--- config.mk ---
export PLATFORM = sky130hd
export DESIGN_NAME = prescaled_alarm_timer_regs_top
export DESIGN_NICKNAME = d
export VERILOG_FILES = /design/src/hdl/pat_pkg.sv /design/src/hdl/pat_timer.sv /design/src/hdl/prescaled_alarm_timer_regs_top.sv
export SDC_FILE = /design/constraint.sdc
export NUM_CORES = 2
export LEC_CHECK = 0
export ABC_AREA = 0
export CORE_ASPECT_RATIO = 1.25
export CORE_UTILIZATION = 45
export DETAILED_ROUTE_END_ITERATION = 12
export DONT_BUFFER_PORTS = 1
export PLACE_DENSITY = 0.62
export SYNTH_ARGS = -nofsm -noshare
export SYNTH_HDL_FRONTEND = slang
export SYNTH_SLANG_ARGS = --single-unit
--- constraint.sdc ---
create_clock -name clock -period 10.7 [get_ports clock]
set_clock_uncertainty 0.1 [all_clocks]
set_input_delay 2.14 -clock clock [delete_from_list [all_inputs] [get_ports clock]]
set_output_delay 2.14 -clock clock [all_outputs]
set_load 0.005 [all_outputs]
--- src/hdl/pat_pkg.sv ---
// Shared types and constants for the prescaled alarm timer register block.
// Used by pat_timer and prescaled_alarm_timer_regs_top; no dependencies.

package pat_pkg;

   // Default sizing handed to the top level parameters
   localparam int NUM_TIMERS_DEF    = 4;
   localparam int PRESCALE_BITS_DEF = 16;

   // Fixed field widths
   localparam int FUNC_W  = 2;
   localparam int TSEL_W  = 2;
   localparam int RIDX_W  = 4;
   localparam int DATA_W  = 32;
   localparam int CNT_W   = 64;
   localparam int IRQ_W   = 4;
   localparam int DIV_W   = 16;

   // Config word bit positions
   localparam int CFG_ENABLE_BIT     = 31;
   localparam int CFG_AUTORELOAD_BIT = 29;
   localparam int CFG_PRESC_LSB      = 13;
   localparam int CFG_ALARM_EN_BIT   = 10;

   // Transaction kinds
   typedef enum logic [FUNC_W-1:0] {
      FUNC_READ  = 2'd0,
      FUNC_WRITE = 2'd1,
      FUNC_TICK  = 2'd2
   } func_type;

   // Register word offsets within one timer
   localparam logic [RIDX_W-1:0] REG_CONFIG   = 4'd0;
   localparam logic [RIDX_W-1:0] REG_LO       = 4'd1;
   localparam logic [RIDX_W-1:0] REG_HI       = 4'd2;
   localparam logic [RIDX_W-1:0] REG_UPDATE   = 4'd3;
   localparam logic [RIDX_W-1:0] REG_ALARM_LO = 4'd4;
   localparam logic [RIDX_W-1:0] REG_ALARM_HI = 4'd5;
   localparam logic [RIDX_W-1:0] REG_LOAD_LO  = 4'd6;
   localparam logic [RIDX_W-1:0] REG_LOAD_HI  = 4'd7;
   localparam logic [RIDX_W-1:0] REG_LOAD     = 4'd8;

   typedef struct packed {
      logic [FUNC_W-1:0] func;
      logic [TSEL_W-1:0] timer_sel;
      logic [RIDX_W-1:0] reg_index;
      logic [DATA_W-1:0] write_data;
   } req_type;

   typedef struct packed {
      logic [DATA_W-1:0] read_data;
      logic [IRQ_W-1:0]  irq_pending;
      logic [IRQ_W-1:0]  alarm_fired;
   } rsp_type;

   // Per-timer command for the transaction being processed
   typedef struct packed {
      logic              tick;
      logic              wr;
      logic [RIDX_W-1:0] reg_index;
      logic [DATA_W-1:0] wdata;
   } timer_op_type;

endpackage

--- src/hdl/pat_timer.sv ---
// One prescaled 64-bit alarm timer: config, counter, snapshot, alarm, load value.
// Depends on pat_pkg.

module pat_timer
   import pat_pkg::*;
#(
   parameter int PRESCALE_BITS = PRESCALE_BITS_DEF
) (
   input  logic              clock,
   input  logic              reset,
   input  timer_op_type      op,
   output logic [DATA_W-1:0] rd_data,
   output logic              pend_next,
   output logic              fired
);

   logic [DATA_W-1:0]        ctrl_ff,   ctrl_in;
   logic [CNT_W-1:0]         count_ff,  count_in;
   logic [CNT_W-1:0]         snap_ff,   snap_in;
   logic [CNT_W-1:0]         alarm_ff,  alarm_in;
   logic [CNT_W-1:0]         reload_ff, reload_in;
   logic [DIV_W-1:0]         dc_ff,     dc_in;
   logic                     pend_ff,   pend_in;

   logic [PRESCALE_BITS-1:0] presc;
   logic [DIV_W:0]           div;
   logic [DIV_W-1:0]         dc_wrap;
   logic                     step;
   logic [CNT_W-1:0]         count_inc;
   logic                     hit;

   // Prescale divider and count step
   always_comb begin
      presc     = ctrl_ff[CFG_PRESC_LSB +: PRESCALE_BITS];
      div       = (presc == '0) ? (DIV_W+1)'(2**PRESCALE_BITS) : (DIV_W+1)'(presc);
      dc_wrap   = dc_ff + DIV_W'(1);
      step      = ({1'b0, dc_wrap} >= div) || (dc_wrap == '0);
      count_inc = count_ff + CNT_W'(1);
      hit       = ctrl_ff[CFG_ALARM_EN_BIT] && (count_inc == alarm_ff);
   end

   // Next state for tick or register write
   always_comb begin
      ctrl_in   = ctrl_ff;
      count_in  = count_ff;
      snap_in   = snap_ff;
      alarm_in  = alarm_ff;
      reload_in = reload_ff;
      dc_in     = dc_ff;
      pend_in   = pend_ff;
      fired     = 1'b0;
      if (op.tick && ctrl_ff[CFG_ENABLE_BIT]) begin
         if (!step) begin
            dc_in = dc_wrap;
         end else begin
            dc_in    = '0;
            count_in = count_inc;
            if (hit) begin
               ctrl_in[CFG_ALARM_EN_BIT] = 1'b0;
               pend_in = 1'b1;
               fired   = 1'b1;
               if (ctrl_ff[CFG_AUTORELOAD_BIT]) begin
                  count_in = reload_ff;
               end
            end
         end
      end else if (op.wr) begin
         case (op.reg_index)
            REG_CONFIG: begin
               ctrl_in = op.wdata;
               pend_in = 1'b0;
            end
            REG_UPDATE:   snap_in                    = count_ff;
            REG_ALARM_LO: alarm_in[DATA_W-1:0]       = op.wdata;
            REG_ALARM_HI: alarm_in[CNT_W-1:DATA_W]   = op.wdata;
            REG_LOAD_LO:  reload_in[DATA_W-1:0]      = op.wdata;
            REG_LOAD_HI:  reload_in[CNT_W-1:DATA_W]  = op.wdata;
            REG_LOAD: begin
               count_in = reload_ff;
               dc_in    = '0;
            end
            default: ;
         endcase
      end
      pend_next = pend_in;
   end

   // Register read selection
   always_comb begin
      case (op.reg_index)
         REG_CONFIG:   rd_data = ctrl_ff;
         REG_LO:       rd_data = snap_ff[DATA_W-1:0];
         REG_HI:       rd_data = snap_ff[CNT_W-1:DATA_W];
         REG_ALARM_LO: rd_data = alarm_ff[DATA_W-1:0];
         REG_ALARM_HI: rd_data = alarm_ff[CNT_W-1:DATA_W];
         REG_LOAD_LO:  rd_data = reload_ff[DATA_W-1:0];
         REG_LOAD_HI:  rd_data = reload_ff[CNT_W-1:DATA_W];
         default:      rd_data = '0;
      endcase
   end

   // Hold timer state
   always_ff @(posedge clock) begin
      if (reset) begin
         ctrl_ff   <= '0;
         count_ff  <= '0;
         snap_ff   <= '0;
         alarm_ff  <= '0;
         reload_ff <= '0;
         dc_ff     <= '0;
         pend_ff   <= 1'b0;
      end else begin
         ctrl_ff   <= ctrl_in;
         count_ff  <= count_in;
         snap_ff   <= snap_in;
         alarm_ff  <= alarm_in;
         reload_ff <= reload_in;
         dc_ff     <= dc_in;
         pend_ff   <= pend_in;
      end
   end

endmodule

--- src/hdl/prescaled_alarm_timer_regs_top.sv ---
// Top level of the prescaled alarm timer register block.
// Depends on pat_pkg and pat_timer.

// The block takes one transaction per clock cycle while req_stall is low
// (register read, register write, or a tick for all timers) and returns one
// result per transaction: the request waits in the request register, then the
// timer update and read selection land in the result register. The longest
// path is each timer's 64-bit count increment and alarm compare. The result
// register parts the two sides, so a new request is taken while a finished
// result waits to be taken; req_stall rises only when both stages are full
// and rsp_stall is high. Timers beyond index 3 are not addressable, and only
// timers 0 to 3 appear on irq_pending and alarm_fired.

module prescaled_alarm_timer_regs_top
   import pat_pkg::*;
#(
   parameter int NUM_TIMERS    = NUM_TIMERS_DEF,
   parameter int PRESCALE_BITS = PRESCALE_BITS_DEF
) (
   input  logic    clock,
   input  logic    reset,
   input  logic    req_valid,
   output logic    req_stall,
   input  req_type req_payload,
   output logic    rsp_valid,
   input  logic    rsp_stall,
   output rsp_type rsp_payload
);

   localparam int IRQ_N = (NUM_TIMERS < IRQ_W) ? NUM_TIMERS : IRQ_W;

   logic                    in_valid_ff, in_valid_in;
   req_type                 in_ff;
   logic                    out_valid_ff, out_valid_in;
   rsp_type                 out_ff, out_in;
   logic                    advance;
   logic                    accept;

   timer_op_type            op     [NUM_TIMERS];
   logic [DATA_W-1:0]       rd_t   [NUM_TIMERS];
   logic [NUM_TIMERS-1:0]   pend_vec;
   logic [NUM_TIMERS-1:0]   fired_vec;
   logic [DATA_W-1:0]       rd_sel;

   // Handshake: move a transaction into the result register when it is free
   assign advance   = in_valid_ff && (!out_valid_ff || !rsp_stall);
   assign req_stall = in_valid_ff && !advance;
   assign accept    = req_valid && !req_stall;

   always_comb begin
      in_valid_in = accept || (in_valid_ff && !advance);
      out_valid_in = advance || (out_valid_ff && rsp_stall);
   end

   // Timers
   for (genvar t = 0; t < NUM_TIMERS; t++) begin : g_timer
      always_comb begin
         op[t].tick      = advance && (in_ff.func == FUNC_TICK);
         op[t].wr        = advance && (in_ff.func == FUNC_WRITE)
                           && (32'(in_ff.timer_sel) == t);
         op[t].reg_index = in_ff.reg_index;
         op[t].wdata     = in_ff.write_data;
      end

      pat_timer #(
         .PRESCALE_BITS (PRESCALE_BITS)
      ) u_timer (
         .clock     (clock),
         .reset     (reset),
         .op        (op[t]),
         .rd_data   (rd_t[t]),
         .pend_next (pend_vec[t]),
         .fired     (fired_vec[t])
      );
   end

   // Select read data of the addressed timer
   always_comb begin
      rd_sel = '0;
      for (int t = 0; t < NUM_TIMERS; t++) begin
         if (32'(in_ff.timer_sel) == t) begin
            rd_sel = rd_t[t];
         end
      end
   end

   // Build the result
   always_comb begin
      out_in.read_data   = (in_ff.func == FUNC_READ) ? rd_sel : '0;
      out_in.irq_pending = IRQ_W'(pend_vec[IRQ_N-1:0]);
      out_in.alarm_fired = IRQ_W'(fired_vec[IRQ_N-1:0]);
   end

   // Hold request and result registers
   always_ff @(posedge clock) begin
      if (reset) begin
         in_valid_ff  <= 1'b0;
         out_valid_ff <= 1'b0;
      end else begin
         in_valid_ff  <= in_valid_in;
         out_valid_ff <= out_valid_in;
      end
   end

   always_ff @(posedge clock) begin
      if (accept) begin
         in_ff <= req_payload;
      end
      if (advance) begin
         out_ff <= out_in;
      end
   end

   assign rsp_valid   = out_valid_ff;
   assign rsp_payload = out_ff;

   // A fired alarm always leaves its pending line set
   a_fired_pending: assert property (@(posedge clock) disable iff (reset)
      advance |=> ((out_ff.alarm_fired & ~out_ff.irq_pending) == '0))
      else $error("alarm fired without pending");

   // Only reads return data
   a_read_data: assert property (@(posedge clock) disable iff (reset)
      (advance && (in_ff.func != FUNC_READ)) |=> (out_ff.read_data == '0))
      else $error("read data on non-read transaction");

   // Alarms fire only on ticks
   a_fire_tick: assert property (@(posedge clock) disable iff (reset)
      (advance && (in_ff.func != FUNC_TICK)) |=> (out_ff.alarm_fired == '0))
      else $error("alarm fired outside a tick");

   // Back-pressure only with both stages full
   a_stall_full: assert property (@(posedge clock) disable iff (reset)
      req_stall |-> (in_valid_ff && out_valid_ff && rsp_stall))
      else $error("request stalled with room available");

endmodule

* Word level (Yosys, flattened, before mapping)
Cells that the tools add are included.
Storage, ports and cells: register bits after elaboration 1302
Operators by class: $add $sub $neg 8, magnitude comparators 4, equal/unequal tests 25, muxes and demuxes 93, bitwise gates (word level) 4, reduce and logical (&&, ||, !) cells 92
Operators by type and width (number):
- $mux W64 | 24
- $pmux W32 S7 | 4
- $add A64 B1 Y64 const B | 4
- $eq A64 B64 Y1 | 4
- $mux W16 | 13
- $logic_not A16 Y1 | 8
- $mux W32 | 4
- $mux W11 | 8
- $reduce_and A3 Y1 | 28
- $ge A16 B17 Y1 | 4
- $mux W17 | 4
- $add A16 B1 Y16 const B | 4
- $mux W1 | 36
- $reduce_bool A2 Y1 | 12
- $logic_and A1 B1 Y1 | 18
- $eq A4 B3 Y1 const B | 4
- $ne A2 B1 Y1 const B | 8
- $reduce_and A2 Y1 | 8
- $reduce_and A4 Y1 | 4
- $eq A4 B2 Y1 const B | 2
- $logic_or A1 B1 Y1 | 7
- $eq A2 B2 Y1 const B | 3
- $eq A2 B1 Y1 const B | 2
- $eq A4 B1 Y1 const B | 1
- other kinds (5) | 12

* Depth between registers and ports, before layout
depth after elaboration 8, depth in mapped cells 21, gate-level depth less buffers 17

* Modules after synthesis
Synthesis repeated with hierarchy kept, for this count alone.
Second synthesis, totals: cell total of the unflattened synthesis 9751, area total of the unflattened synthesis 73927.2 µm²
By module, submodules not included:
- pat_timer (g_timer[3].u_timer) | instances 1, cells each 2424, area an instance 17864.6 µm², seq. area each 6105.9 µm²
- pat_timer (g_timer[2].u_timer) | instances 1, cells each 2432, area an instance 17679.5 µm², seq. area each 6105.9 µm²
- pat_timer (g_timer[0].u_timer) | instances 1, cells each 2358, area an instance 17541.8 µm², seq. area each 6105.9 µm²
- pat_timer (g_timer[1].u_timer) | instances 1, cells each 2324, area an instance 17272.8 µm², seq. area each 6105.9 µm²
- prescaled_alarm_timer_regs_top | instances 1, cells each 213, area an instance 3568.4 µm², seq. area each 2442.3 µm²

* Worst setup path after synthesis
Ideal clock, no wire load.
path type input port to flip-flop, from input port rsp_stall, to register g_timer[3].u_timer.count_ff[58], arrival time 7.931 ns, required time 10.509 ns, setup slack 2.578 ns, stages 10, path buffers 2, path through a21boi_0 -> and3b_1 -> clkbuf_1 -> nand2_1 -> nor4_2 -> nor2_1 -> a31oi_1 -> buf_2 -> o22ai_1 -> a311oi_1
On the way: cells in the longest elaborated chain, start to end 7, elaborated cells between the ends (all ways) 12, classes of those cells eq/ne: 1; mux: 1; reduce/logical: 10
Ends and longest elaborated chain:
- start, declared | RTL line prescaled_alarm_timer_regs_top.sv:26 | input logic rsp_stall,
- $logic_not A1 Y1 * | RTL line prescaled_alarm_timer_regs_top.sv:46 | assign advance = in_valid_ff && (!out_valid_ff || !rsp_stall);
- $logic_or A1 B1 Y1 * | RTL line prescaled_alarm_timer_regs_top.sv:46
- $logic_and A1 B1 Y1 * | RTL line prescaled_alarm_timer_regs_top.sv:46
- $logic_and A1 B1 Y1 (on tied branches) | RTL line prescaled_alarm_timer_regs_top.sv:58, prescaled_alarm_timer_regs_top.sv:59
- $logic_and A1 B1 Y1 (on tied branches) | RTL line pat_timer.sv:52, prescaled_alarm_timer_regs_top.sv:60
- $ne A2 B1 Y1 (no line) / $reduce_bool A2 Y1 (equally long branches)
- $reduce_and A3 Y1 (no line)
- end signal, assigned | RTL line pat_timer.sv:114 | count_ff <= count_in;
- end, declared | RTL line pat_timer.sv:18 | logic [CNT_W-1:0] count_ff, count_in;
Mark *: on every way between the ends. The rest lies on a longest branch, timed or not. A chain may end at the register's enable or synchronous reset.

* Final worst setup path
from input port rsp_stall, to register g_timer[3].u_timer.count_ff[19]
Same word-level chain as after synthesis.

==> results.md <==
- Status: complete, but fails checks
- Failing checks: design-rule violations
- I/O Buffers: 0
- Multi-input logic area: 42,100 µm²
- Resized cells post-CTS: 0
- Relative slew margins: 8.640%
- Final Wtd Congestion: 1.062
- TritonCTS clock tree: yes
- Post-Syn Area: 72,900 µm²
- CP startpoint: rsp_stall
- RSZ-0062 raised after global routing: no
- Register bit count reported by yosys: 1,302
- Number of enable flip-flop cells after synthesis: 80
- Hold crit path type: register to register
- CP Capture Type: register
- Final Hold Violating Endpoints: 0
- Initial core utilization: 45.49%
- Die footprint: 163,600 µm²
- Critical Path Start Type: input pin
- Post-route cell area: 78,480 µm²
- Seq/Total Area, Yosys: 36.85%
- DRC errors left: 2
- Total Wirelength: 367.5 mm
- Syn Nets: 9,840
- Cells after synthesis: 9,724
- Syn_area_per_cell: 7.497 µm²
- Rows: 164
- Maxcap violations: 0
- FF-to-FF Start: g_timer[2].u_timer.count_ff[52]
- Die height: 452 µm
- Cts bufs inserted: 141
- Initial antenna violation count: 19
- Hpwl dp: 249.5 mm
- # clock sinks: 1,302
- H-tree depth: 4
- Worst-Margin Slew: 1364 ps
- Clk pin slew, worst setup/hold paths: 60 ps
- Area leader, netlist: dfxtp_1
- Commonest non-fill, non-tap cell in the layout: nand2_1
- Chip width: 362 µm
- Tot GR Track Use: 43.46%
- Most used flip-flop cell after synthesis: dfxtp_1
- Synth unique cells: 101
- Worst Path Max Fanout: 62
- Drt wl/cell: 32.19 µm
- Slew Limit Fails: 0
- Synth warn: 0
- First-pass DRT Iterations: 10
- Sequential Area: 26,870 µm²
- Clock Tree Root: clkbuf_16
- Core ar.: 160,300 µm²
- Hold wc startpoint: g_timer[0].u_timer.snap_ff[18]
- Async set or reset register ratio after synthesis: 0%
- Vias: 77,074
- CP required: 11,310 ps
- Cells taking the most area after synthesis: dfxtp_1, nand2_1, a21oi_1
- Nets: 9,261
- Fin crit share: 60.59%
- IO Pins: 86
- CTS Buffer Depth: 3
- Setup bufs post-CTS: 0
- First-pass GRT wire length: 522.1 mm
- Dpl cell area: 73,810 µm²
- Max IR drop VDD: 186.5 µV
- # hold bufs at CTS: 0
- Via density: 6.751
- Largest net degree at the start of global routing: 1,126
- Setup violators final: 0
- Share of layout cells above drive strength 1: 6.455%
- Clock latency on the worst-skew pair: 840 ps
- Crit path time final: 6483 ps
- Reg2Reg Setup Slack: 4330 ps
- Post-synth top area share: 33.56%
- TNS Setup: 0 ps
- Cell area power density: 131.6 nW/µm²
- Worst EP arrival: 7090 ps
- Area Overhead vs Synth: 7.655%
- Fmax: 154.2 MHz
- DRT antenna net count: 0
- Total leakage power: 0.02471 µW
- Initial DRC Count: 10,257
- Number of global-route vias before repair: 71,513
- Commonest non-fill, non-tap cells in the layout: nand2_1, dfxtp_1, a21oi_1
- Remaining global-route overflow: 0
- # fillers: 15,869
- CP Class: input pin to register
cells in the mapped netlist (70+ instances only):
| library cell | count |
|---|---|
| nand2_1 | 2203 |
| dfxtp_1 | 1222 |
| a21oi_1 | 1160 |
| clkbuf_1 | 768 |
| nor2_1 | 483 |
| nand4_1 | 347 |
| nand3_1 | 297 |
| xnor2_1 | 279 |
| nor4_1 | 200 |
| a22oi_1 | 199 |
| o21ai_0 | 194 |
| nor3_1 | 179 |
| inv_1 | 177 |
| xor2_1 | 171 |
| a221oi_1 | 142 |
| buf_2 | 105 |
| and3_1 | 98 |
| a31oi_1 | 95 |
| a22o_1 | 94 |
| edfxtp_1 | 80 |
| and4_1 | 78 |
| ha_1 | 72 |
| o221ai_1 | 70 |
worst max-delay path: stages:
cell       delay [ps]
a21boi_4           90
buf_4             630
and3b_1          1080
nand2_1           110
buf_4             340
nor4_4           1100
nor2_4             40
buf_4             320
buf_4             390
nand3_1           170
o21ai_0           120
a2111oi_2         390
sequential cells by signal (all words and copies together) (netlist names):
register,cells
rsp_valid,1
g_timer.u_timer.dc_ff,64
g_timer.u_timer.count_ff,256
g_timer.u_timer.snap_ff,256
g_timer.u_timer.pend_ff,4
in_ff,40
rsp_payload,40
in_valid_ff,1
g_timer.u_timer.reload_ff,256
g_timer.u_timer.alarm_ff,256
g_timer.u_timer.ctrl_ff,128
report_power, final:
| part | total (µW) | internal, µW | switching [µW] |
|---|---|---|---|
| Clock | 4950 | 2740 | 2210 |
| Combinational | 440 | 55.2 | 385 |
| Sequential | 4940 | 4920 | 23.5 |
routing by layer:
layer	up-vias	track usage (%)	share of wire [%]	routed length (µm)
met2	4866	65.94	43	159000
met5	-	0	0.037	137
met3	1298	12.43	11	41950
li1	33644	-	-	-
met1	37244	51.39	36	132800
met4	22	34.39	9.1	33520
metrics by stage:
step | std cells | setup WS (ps) | utilization, % | hold WS [ps] | total power, µW
2_1_floorplan | 9724 | 2578 | - | 335.7 | 5218
5_1_grt | 11408 | 4010 | 48.96 | 366.2 | 10510
3_3_place_gp | 11155 | 3635 | 46.06 | 340.6 | 5382
6_report | 11416 | 4217 | 48.97 | 352.1 | 10330
4_1_cts | 11402 | 4472 | 48.87 | 353.9 | 10240
3_5_place_dp | 11155 | 3637 | 46.06 | 345.8 | 5382
final cells by class:
class,count,area share [%]
well taps,2158,3.440
multi-input cells,7332,53.65
clock inverters,48,0.6473
flip-flops and latches,1302,34.23
clock buffers,199,5.095
inverters,177,0.8561
repair buffers,191,2.050
diodes,9,0.02870
path summary, 6_finish.rpt:
path	endpoint	cells after the start
worst max-delay path	g_timer[3].u_timer.count_ff[19]	12
worst min-delay path	g_timer[0].u_timer.snap_ff[18]	2
worst max register to register	g_timer[2].u_timer.count_ff[15]	11
worst min register to register	g_timer[0].u_timer.snap_ff[18]	2
cells by family (layout without fill, tap and decap cells):
family                     after synthesis  in the layout  synth area share (%)
DFF                                   1302           1302                 36.85
xor gates and xnor gates               469            469                 5.993
other                                    0              9                     0
muxes                                   38             38                0.5372
buffers and inverters                 1090            615                 5.872
adders and majority gates               72             72                 1.236
AOI/OAI and AO/OA                     2425           2425                 21.42
and+or+nand+nor                       4328           4328                 28.08
Power figures use the tool's default switching activity.
